### config.mk
export PLATFORM = sky130hd
export DESIGN_NAME = panel_input_decode_debounce
export DESIGN_NICKNAME = d
export VERILOG_FILES = /design/src/rtl/core/pidd_pkg.sv /design/src/rtl/core/pidd_decode.sv /design/src/rtl/core/pidd_debounce.sv /design/src/rtl/core/pidd_apb.sv /design/src/rtl/core/panel_input_decode_debounce.sv
export SDC_FILE = /design/constraint.sdc
export NUM_CORES = 1
export LEC_CHECK = 0
export BUFFER_PORTS_ARGS = -buffer_cell sky130_fd_sc_hd__buf_2
export CORE_MARGIN = 1
export CORE_UTILIZATION = 57
export CTS_CLUSTER_SIZE = 30
export DETAILED_ROUTE_END_ITERATION = 8
export MAX_ROUTING_LAYER = met4
export PLACE_DENSITY = 0.82
export RECOVER_POWER = 50
export SETUP_SLACK_MARGIN = 0.02
export SLEW_MARGIN = 20
export SYNTH_ARGS = -nofsm -noshare
export SYNTH_HDL_FRONTEND = slang
export SYNTH_SLANG_ARGS = --single-unit
### constraint.sdc
create_clock -name i_clk -period 7 [get_ports i_clk]
set_clock_uncertainty 0.15 [all_clocks]
set_input_delay 1.05 -clock i_clk [delete_from_list [all_inputs] [get_ports i_clk]]
set_output_delay 1.05 -clock i_clk [all_outputs]
set_load 0.03 [all_outputs]
### src/rtl/core/pidd_pkg.sv
// ----------------------------------------------------------------------------
// pidd_pkg
// Types and constants shared by the panel input decode and debounce block.
// ----------------------------------------------------------------------------
package pidd_pkg;

    localparam int DEBOUNCE_W       = 16;
    localparam logic [DEBOUNCE_W-1:0] DEBOUNCE_RESET = 16'd25;

    // APB address: byte address 4*i, one register
    localparam int CFG_ADDR_W = 3;
    localparam int CFG_IDX_W  = 1;
    localparam logic [CFG_IDX_W-1:0] REG_DEBOUNCE = 1'b0;

    localparam logic [2:0] MODE_UNKNOWN = 3'd6;
    localparam logic [1:0] SUB_UNKNOWN  = 2'd3;
    localparam logic [6:0] LIMIT_MASK   = 7'h47;

    typedef struct packed {
        logic [5:0]  mode_pins;
        logic [7:0]  joystick_port;
        logic [4:0]  menu_port;
        logic [6:0]  limit_pins;
        logic [31:0] now_ms;
    } t_in_item;

    typedef struct packed {
        logic [2:0]  mode;
        logic [1:0]  submode;
        logic [3:0]  joystick;
        logic        rapid_pin;
        logic [3:0]  menu_nibble;
        logic        select_pin;
        logic [6:0]  limits;
        logic [31:0] last_change_ms;
        logic        changed;
    } t_out_item;

    // 22-bit snapshot: [2:0] mode ... [21:15] limits
    typedef struct packed {
        logic [6:0] limits;
        logic       select_pin;
        logic [3:0] menu_nibble;
        logic       rapid_pin;
        logic [3:0] joystick;
        logic [1:0] submode;
        logic [2:0] mode;
    } t_snap;

    typedef struct packed {
        logic initialised;
        logic changed;
    } t_dbn_status;

endpackage

### src/rtl/core/pidd_decode.sv
// ----------------------------------------------------------------------------
// pidd_decode
// Turns raw panel pin samples into a snapshot.
// ----------------------------------------------------------------------------
module pidd_decode
    import pidd_pkg::*;
(
    input  t_in_item i_item,
    output t_snap    o_snap
);

    localparam logic [2:0] SUB_CODE_INTERNAL = 3'd6;
    localparam logic [2:0] SUB_CODE_MANUAL   = 3'd5;
    localparam logic [2:0] SUB_CODE_EXTERNAL = 3'd3;

    logic [5:0] low_pins;
    logic [2:0] mode;
    logic [1:0] submode;

    assign low_pins = ~i_item.mode_pins;

    // active-low one-hot switch; anything else is unknown
    always_comb begin
        mode = MODE_UNKNOWN;
        for (int i = 0; i < 6; i++) begin
            if (low_pins == (6'd1 << i)) begin
                mode = 3'(i);
            end
        end
    end

    always_comb begin
        unique case (i_item.joystick_port[7:5])
            SUB_CODE_INTERNAL: submode = 2'd0;
            SUB_CODE_MANUAL:   submode = 2'd1;
            SUB_CODE_EXTERNAL: submode = 2'd2;
            default:           submode = SUB_UNKNOWN;
        endcase
    end

    assign o_snap.mode        = mode;
    assign o_snap.submode     = submode;
    assign o_snap.joystick    = i_item.joystick_port[3:0];
    assign o_snap.rapid_pin   = i_item.joystick_port[4];
    assign o_snap.menu_nibble = i_item.menu_port[3:0];
    assign o_snap.select_pin  = i_item.menu_port[4];
    assign o_snap.limits      = i_item.limit_pins & LIMIT_MASK;

endmodule

### src/rtl/core/pidd_debounce.sv
// ----------------------------------------------------------------------------
// pidd_debounce
// Pending/stable snapshot state and the hold timer. Produces the result for
// the item stepped in this cycle.
// ----------------------------------------------------------------------------
module pidd_debounce
    import pidd_pkg::*;
#(
    parameter int DBN_W = DEBOUNCE_W
) (
    input  logic             i_clk,
    input  logic             i_rst_n,
    input  logic             i_step,
    input  t_snap            i_raw,
    input  logic [31:0]      i_now_ms,
    input  logic [DBN_W-1:0] i_debounce_ms,
    output t_out_item        o_result,
    output t_dbn_status      o_status
);

    logic        r_init;
    t_snap       r_stable,  n_stable;
    t_snap       r_pending, n_pending;
    logic [31:0] r_start,   n_start;
    logic [31:0] r_change,  n_change;
    logic        changed;
    logic [31:0] elapsed;
    logic        old_enough;

    assign elapsed    = i_now_ms - r_start;
    assign old_enough = elapsed >= 32'(i_debounce_ms);

    always_comb begin
        n_stable  = r_stable;
        n_pending = r_pending;
        n_start   = r_start;
        n_change  = r_change;
        changed   = 1'b0;
        if (!r_init) begin
            n_stable  = i_raw;
            n_pending = i_raw;
            n_start   = '0;
            n_change  = '0;
        end else if (i_raw != r_pending) begin
            n_pending = i_raw;
            n_start   = i_now_ms;
        end else if (old_enough && (r_pending != r_stable)) begin
            n_stable = r_pending;
            n_change = i_now_ms;
            changed  = 1'b1;
        end
    end

    always_ff @(posedge i_clk) begin
        if (!i_rst_n) begin
            r_init <= 1'b0;
        end else if (i_step) begin
            r_init <= 1'b1;
        end
    end

    always_ff @(posedge i_clk) begin
        if (i_step) begin
            r_stable  <= n_stable;
            r_pending <= n_pending;
            r_start   <= n_start;
            r_change  <= n_change;
        end
    end

    assign o_result.mode           = n_stable.mode;
    assign o_result.submode        = n_stable.submode;
    assign o_result.joystick       = n_stable.joystick;
    assign o_result.rapid_pin      = n_stable.rapid_pin;
    assign o_result.menu_nibble    = n_stable.menu_nibble;
    assign o_result.select_pin     = n_stable.select_pin;
    assign o_result.limits         = n_stable.limits;
    assign o_result.last_change_ms = n_change;
    assign o_result.changed        = changed;

    assign o_status.initialised = r_init;
    assign o_status.changed     = changed;

endmodule

### src/rtl/core/pidd_apb.sv
// ----------------------------------------------------------------------------
// pidd_apb
// APB register file: the debounce hold time.
// ----------------------------------------------------------------------------
module pidd_apb
    import pidd_pkg::*;
#(
    parameter int DBN_W = DEBOUNCE_W
) (
    input  logic                  i_clk,
    input  logic                  i_rst_n,
    input  logic                  psel,
    input  logic                  penable,
    input  logic                  pwrite,
    input  logic [CFG_ADDR_W-1:0] paddr,
    input  logic [31:0]           pwdata,
    output logic [31:0]           prdata,
    output logic                  pready,
    output logic [DBN_W-1:0]      o_debounce_ms
);

    logic [DBN_W-1:0]     r_debounce;
    logic [CFG_IDX_W-1:0] reg_idx;

    assign reg_idx = paddr[CFG_ADDR_W-1:2];
    assign pready  = 1'b1;

    always_ff @(posedge i_clk) begin
        if (!i_rst_n) begin
            r_debounce <= DBN_W'(DEBOUNCE_RESET);
        end else if (psel && penable && pwrite && (reg_idx == REG_DEBOUNCE)) begin
            r_debounce <= pwdata[DBN_W-1:0];
        end
    end

    always_comb begin
        unique case (reg_idx)
            REG_DEBOUNCE: prdata = 32'(r_debounce);
            default:      prdata = '0;
        endcase
    end

    assign o_debounce_ms = r_debounce;

endmodule

### src/rtl/core/panel_input_decode_debounce.sv
// ----------------------------------------------------------------------------
// panel_input_decode_debounce
// Decodes panel pin samples into a snapshot and debounces it against a
// millisecond timestamp; one result beat per input beat.
// ----------------------------------------------------------------------------
//  channel  dir  handshake                  payload
//  in       in   i_in_valid / o_in_ready    i_in_data  (t_in_item)
//  out      out  o_out_valid / i_out_ready  o_out_data (t_out_item)
//  cfg      in   APB psel/penable/pwrite    paddr, pwdata, prdata
//
// One beat per cycle sustained while the output is ready; the input register
// feeds decode, timer compare and state update into the result register.
// The 32-bit elapsed-time subtract and compare sets the critical path.
// Reset clears the valid flags and the initialised flag; the hold time
// returns to 25 ms. A stalled output holds the result while one more input
// beat waits in the input register.
// ----------------------------------------------------------------------------
module panel_input_decode_debounce
    import pidd_pkg::*;
#(
    parameter int DBN_W = DEBOUNCE_W
) (
    input  logic                  i_clk,
    input  logic                  i_rst_n,
    input  logic                  i_in_valid,
    output logic                  o_in_ready,
    input  t_in_item              i_in_data,
    output logic                  o_out_valid,
    input  logic                  i_out_ready,
    output t_out_item             o_out_data,
    input  logic                  psel,
    input  logic                  penable,
    input  logic                  pwrite,
    input  logic [CFG_ADDR_W-1:0] paddr,
    input  logic [31:0]           pwdata,
    output logic [31:0]           prdata,
    output logic                  pready
);

    logic             r_in_vld;
    t_in_item         r_in;
    logic             r_out_vld;
    t_out_item        r_out;
    logic             step;
    t_snap            raw;
    t_out_item        result;
    t_dbn_status      status;
    logic [DBN_W-1:0] debounce_ms;

    assign step       = r_in_vld && (!r_out_vld || i_out_ready);
    assign o_in_ready = !r_in_vld || step;

    pidd_apb #(.DBN_W(DBN_W)) u_apb (
        .i_clk         (i_clk),
        .i_rst_n       (i_rst_n),
        .psel          (psel),
        .penable       (penable),
        .pwrite        (pwrite),
        .paddr         (paddr),
        .pwdata        (pwdata),
        .prdata        (prdata),
        .pready        (pready),
        .o_debounce_ms (debounce_ms)
    );

    pidd_decode u_decode (
        .i_item (r_in),
        .o_snap (raw)
    );

    pidd_debounce #(.DBN_W(DBN_W)) u_debounce (
        .i_clk         (i_clk),
        .i_rst_n       (i_rst_n),
        .i_step        (step),
        .i_raw         (raw),
        .i_now_ms      (r_in.now_ms),
        .i_debounce_ms (debounce_ms),
        .o_result      (result),
        .o_status      (status)
    );

    always_ff @(posedge i_clk) begin
        if (!i_rst_n) begin
            r_in_vld  <= 1'b0;
            r_out_vld <= 1'b0;
        end else begin
            if (o_in_ready) begin
                r_in_vld <= i_in_valid;
            end
            if (step) begin
                r_out_vld <= 1'b1;
            end else if (i_out_ready) begin
                r_out_vld <= 1'b0;
            end
        end
    end

    always_ff @(posedge i_clk) begin
        if (o_in_ready && i_in_valid) begin
            r_in <= i_in_data;
        end
        if (step) begin
            r_out <= result;
        end
    end

    assign o_out_valid = r_out_vld;
    assign o_out_data  = r_out;

    // a change beat carries the timestamp of the beat that caused it
    a_change_time: assert property (@(posedge i_clk) disable iff (!i_rst_n)
        step && status.changed |=> o_out_data.last_change_ms == $past(r_in.now_ms))
        else $error("change time does not match causing beat");

    // the first beat after reset only initialises
    a_first_no_change: assert property (@(posedge i_clk) disable iff (!i_rst_n)
        step && !status.initialised |=> !o_out_data.changed)
        else $error("change flagged on initialising beat");

    a_mode_range: assert property (@(posedge i_clk) disable iff (!i_rst_n)
        o_out_valid |-> o_out_data.mode <= MODE_UNKNOWN)
        else $error("mode code out of range");

    // input register never drops a beat while output is stalled
    a_hold_in: assert property (@(posedge i_clk) disable iff (!i_rst_n)
        r_in_vld && r_out_vld && !i_out_ready |=> r_in_vld && $stable(r_in))
        else $error("input register lost a beat under stall");

endmodule

# Word level (Yosys, flattened, before mapping)

Cells that the tools add are included.

Flip-flop bits (word level): 183
Latch bits: 0
RAM bits: 0
ROM bits: 0
Input bits: 100
Word-level logic and storage cells: 79
Memories: 0

Add/subtract/negate cells: 1
Multipliers: 0
Div/mod/pow operators: 0
Order comparisons: 1
Equality and inequality tests: 14
Shifts and indexed selects: 0
Mux-type cells: 19
Bitwise operators: 3
Reductions and logical operators: 14

Operators by type and width:

| operator                                            | count |
|---|---|
| two-way mux 22 bit                                  | 5 |
| two-way mux 32 bit                                  | 3 |
| greater-or-equal comparator 32 x 16 -> 1 bit        | 1 |
| subtractor 32 bit                                   | 1 |
| inequality test 22 bit                              | 1 |
| inequality test 19 bit                              | 1 |
| two-way mux 3 bit                                   | 6 |
| two-way mux 16 bit                                  | 1 |
| equality test 3 bit, second input constant          | 2 |
| equality test 6 x 1 -> 1 bit, second input constant | 1 |
| equality test 6 x 2 -> 1 bit, second input constant | 1 |
| equality test 6 x 3 -> 1 bit, second input constant | 1 |
| equality test 6 x 4 -> 1 bit, second input constant | 1 |
| equality test 6 x 5 -> 1 bit, second input constant | 1 |
| equality test 6 bit, second input constant          | 1 |
| logical AND 1 bit                                   | 6 |
| inequality test 2 bit, second input constant        | 3 |
| NOT 6 bit                                           | 1 |
| one-hot mux 2 bit (3 select lines)                  | 1 |
| equality test 3 x 2 -> 1 bit, second input constant | 1 |
| two-way mux 1 bit                                   | 3 |
| AND reduction 3 bit                                 | 1 |
| zero test 1 bit                                     | 2 |
| logical OR 1 bit                                    | 2 |
| 4 further kinds                                     | 5 |

# Logic depth before layout (Yosys ltp)

Depth after elaboration: 11
Gate-level depth with buffers: 21
Mapped depth without buffers: 19

# Cells and area by module

Synthesis repeated with hierarchy kept, for this count alone.

Cell total of the unflattened synthesis: 1,035
Area, all modules: 12,065.3 um2

By module, submodules not included:

| module                      | instances | cells an instance | area an instance (um2) | sequential area each (um2) |
|---|---|---|---|---|
| pidd_debounce               | 1         | 769               | 7,383.3                | 3,263.1 |
| panel_input_decode_debounce | 1         | 122               | 3,497.1                | 3,433.3 |
| pidd_apb                    | 1         | 106               | 922.1                  | 320.3 |
| pidd_decode                 | 1         | 38                | 262.8                  | 0.0 |

# Worst setup path before layout

OpenSTA, ideal clock, no wires.

Path type: register to register
Start point: register r_in[5] (netlist name)
End point: register u_debounce.r_stable[0] (netlist name) (enable)
Data arrival time: 4,750 ps
Data required time: 6,436 ps
Path slack: 1,685 ps
Cell stages (with the launch flop): 19
Path buffers: 1
Path through: edfxtp_1 -> ha_1 -> a21o_1 -> or3_4 -> o21a_1 -> a31o_2 -> a221o_1 -> a21oi_1 -> xnor2_1 -> ha_1 -> a21oi_1 -> nor2b_1 -> nor4_1 -> o2111a_1 -> nand3_1 -> or4_1 -> buf_2 -> nor3_1 -> o22ai_1

RTL lines:

| element              | line                | source |
|---|---|---|
| end signal, assigned | pidd_debounce.sv:64 | `r_stable <= n_stable;` |
| end, declared        | pidd_debounce.sv:22 | `t_snap r_stable, n_stable;` |

==> impl_metrics.py <==
metrics = {
    "pwr": {
        "p_per_area_mw_per_mm2": 223,
        "vdd_drop_max_v": 0.000164,
        "combPwrFrac_pct": 18.7,
        "power_w": 0.00274,
        "internal_power_w": 0.00192,
        "p_leak_nw": 4.75,
        "switching_power_w": 0.000813,
        "clkPwrFrac_pct": 34.9,
        "swShare_pct": 29.7,
        "power_frac_seq_pct": 46.4,
    },
    "worst_setup_path": {
        "cp-start-kind": "register",
        "setup.worst_path.class": "register to register",
        "worst-r2r-setup-slack_ns": 0.94,
        "cp_max_fo": 19,
        "critical_path_arrival_ns": 5.81,
        "r2r_start": "r_in[5]",
        "critical_path_required_ns": 6.75,
        "startpoint": "r_in[5]",
        "endpoint_kind": "register",
    },
    "finish": {
        "diodes": 0,
        "layoutNonFillerInstCount": 1459,
        "drive_gt1_share_pct": 17.1,
        "layout.nets": 1360,
        "area_growth_pct": 12.6,
        "nFillCells": 1458,
    },
    "floorplan": {
        "die_y_um": 140,
        "core_area_mm2": 0.0187,
        "start_util_pct": 58.2,
        "fp.dieW_um": 140,
        "num_rows": 50,
        "io_pins": 190,
        "dieArea_mm2": 0.0196,
    },
    "logic_synthesis": {
        "synth_area_mm2": 0.0109,
        "synth_edf_count": 161,
        "synth_common_cells": "161 x edfxtp_1, 109 x nand2_1, 77 x a21oi_1",
        "seq_area_frac_synth_pct": 47.9,
        "synthArstFlopShare_pct": 0,
        "yosysUniqueCellTypes": 71,
        "yosys_warnings": 0,
        "syn_area_per_cell_um2": 9.95,
        "synth_area_leaders": "edfxtp_1 44%, ha_1 5.4%, and2_1 4.1%, nand2_1 3.8%, a21oi_1 3.5%",
        "yosysMostFrequentCell": "edfxtp_1",
        "syn_inst": 1094,
        "ys.flop_type": "edfxtp_1",
        "synthMuxAreaShare_pct": 0.368,
        "synthAdderAreaFrac_pct": 5.59,
        "synth_top_family_by_area": "simple AND/OR/NAND/NOR gates",
        "synth-simple-area-share_pct": 18.1,
        "ys_ff_latch": 180,
        "synth_compound_area_share_pct": 17.6,
        "synthXorXnorAreaFrac_pct": 4.75,
        "synth_top_cell_area_share_pct": 44.4,
        "synth_top_area_cell": "edfxtp_1",
    },
    "placement": {
        "placedCellCount": 1427,
        "dpl.hpwl_mm": 18.8,
        "gp_congestion": 0.920,
        "port_buffers": 151,
    },
    "routing": {
        "wl_met3_mm": 1.71,
        "met2_length_mm": 12.5,
        "avgRoutedWirePerCell_um": 17.9,
        "drtIter0Drc": 881,
        "drt-met1-wl_mm": 11.3,
        "drc": 0,
        "top_layer": "met4",
        "ant_nets": 0,
        "route.vias.total": 8743,
        "vias_per_cell": 5.99,
        "drt_first_pass_iters": 6,
        "routed_wl_mm": 26.2,
    },
    "clock_tree": {
        "post_cts_resized": 0,
        "cts.sinks": 180,
        "post_cts_buffers": 0,
        "root_buffer": "clkbuf_16",
        "cts_hold_buf": 0,
        "cts_tree": "done",
        "htreeDepth": 4,
        "clk_latency_ns": 0.44,
        "path_clk_slew_ns": 0.07,
        "cts_max_path_buffers": 2,
        "cts_buffers": 17,
    },
    "hold_path": {
        "hp-class": "register to register",
        "holdCritStartpoint": "u_apb.o_debounce_ms[11]",
    },
    "sta": {
        "drv_slew": 203,
        "final.setup.tns_ns": 0,
        "rsz0062_at_grt": "false",
        "fmax_ghz": 0.165,
        "tightest_slew_ns": 4.30,
        "period_needed_ns": 6.06,
        "finalSetupViolCount": 0,
        "period_share_pct": 86.5,
        "hold_viol": 0,
        "slew-limit-headroom_pct": -187,
    },
    "grt": {
        "grt_pass1_wl_mm": 41.1,
        "grt_max_degree": 109,
        "overflow": 0,
        "antenna_found_initial": 0,
        "grt.total_usage_pct": 27.7,
        "first_global_vias": 8093,
    },
    "run_status": {
        "violations": "capacitance limit, slew limit",
        "status": "finished, violations left",
    },
    "run": {
        "maxCapViolCount": 3,
    },
}
[metrics by stage]
step,setup slack (ns),instance area (um2),hold slack [ns],utilization (%)
floorplan,1.69,10900,0.293,-
global placement,1.09,11700,0.302,62.4
detailed placement,1.07,11700,0.308,62.4
CTS,1.04,12300,0.318,65.6
global route,0.702,12200,0.339,65.5
finish,0.943,12200,0.319,65.5
[power groups by stage]
stage                     registers (W)  clock network [W]  logic (W)
after floorplan                 0.00131                  0   0.000353
after global placement          0.00129                  0   0.000497
after detailed placement        0.00129                  0   0.000505
after CTS                       0.00127           0.000963   0.000509
after global routing            0.00128           0.000996   0.000562
final                           0.00127           0.000954   0.000513
[state kept, by name, indices dropped and copies added (netlist names)]
register	cells
r_in	55
u_debounce.r_change	32
u_debounce.r_start	32
u_debounce.r_stable	22
u_debounce.r_pending	19
u_apb.o_debounce_ms	16
o_out_data	1
o_out_valid	1
r_in_vld	1
u_debounce.r_init	1
[cell families (layout without fill, tap and decap cells)]
| kind of cell | Yosys count | count (layout) |
|---|---|---|
| DFF | 180 | 180 |
| xor gates and xnor gates | 59 | 59 |
| buffers and inverters | 134 | 250 |
| other | 2 | 17 |
| and+or+nand+nor | 385 | 385 |
| AOI/OAI and AO/OA | 282 | 282 |
| muxes | 4 | 4 |
| adders and majority gates | 48 | 48 |
[placed cells by master (no fill, tap or decap), drive strengths merged, types with 6 or more instances in the layout]
master and count:
edfxtp 161, dfxtp 19, clkbuf 30, nand2 109, nand3 19, ha 47
a31o 18, nor2b 23, and2 71, xnor2 39, buf 145, a21oi 83
conb 17, o21ai 55, inv 67, xor2 20, a21boi 13, nor3 14
nand2b 11, a21o 10, o311ai 33, o22ai 8, nor4 12, or2 6
o211ai 14, nand4 19, o21a 13, nor2 74
[final cells by class]
class                           count  area (um2)  share of cell area, %
Clock buffer                       17         425                   3.47
Clock inverter                     15         165                   1.35
Inverter                           60         225                   1.84
Multi-Input combinational cell    795        5140                   42.0
Sequential cell                   180        5220                   42.6
Tap cell                          234         293                   2.39
Timing Repair Buffer              158         785                   6.41
[critical path: stages, from the launching register on]
cell      delay [ns]
edfxtp_1        0.42
ha_1            0.40
a21o_1          0.23
or3_4           0.36
o21a_1          0.21
a31o_2          0.27
a221o_1         0.29
a21oi_1         0.17
xnor2_1         0.14
ha_1            0.26
a21oi_1         0.14
nor2b_1         0.09
nor4_1          0.28
o2111a_1        0.23
nand3_1         0.09
or4_1           0.64
nor3_1          0.60
o22ai_2         0.54
[path summary, 6_finish.rpt]
path,endpoint,depth (start not counted)
max,u_debounce.r_stable[12],17
max reg2reg,u_debounce.r_stable[12],17
min,u_apb.o_debounce_ms[11],2
min reg2reg,u_apb.o_debounce_ms[11],2
[metal layers]
layer | vias to the layer above | GRT usage, %
met5 | - | -
met2 | 338 | 43.7
met4 | 0 | 9.31
li1 | 4196 | -
met1 | 4167 | 36.1
met3 | 42 | 5.16
(Power assumes the default switching activity.)
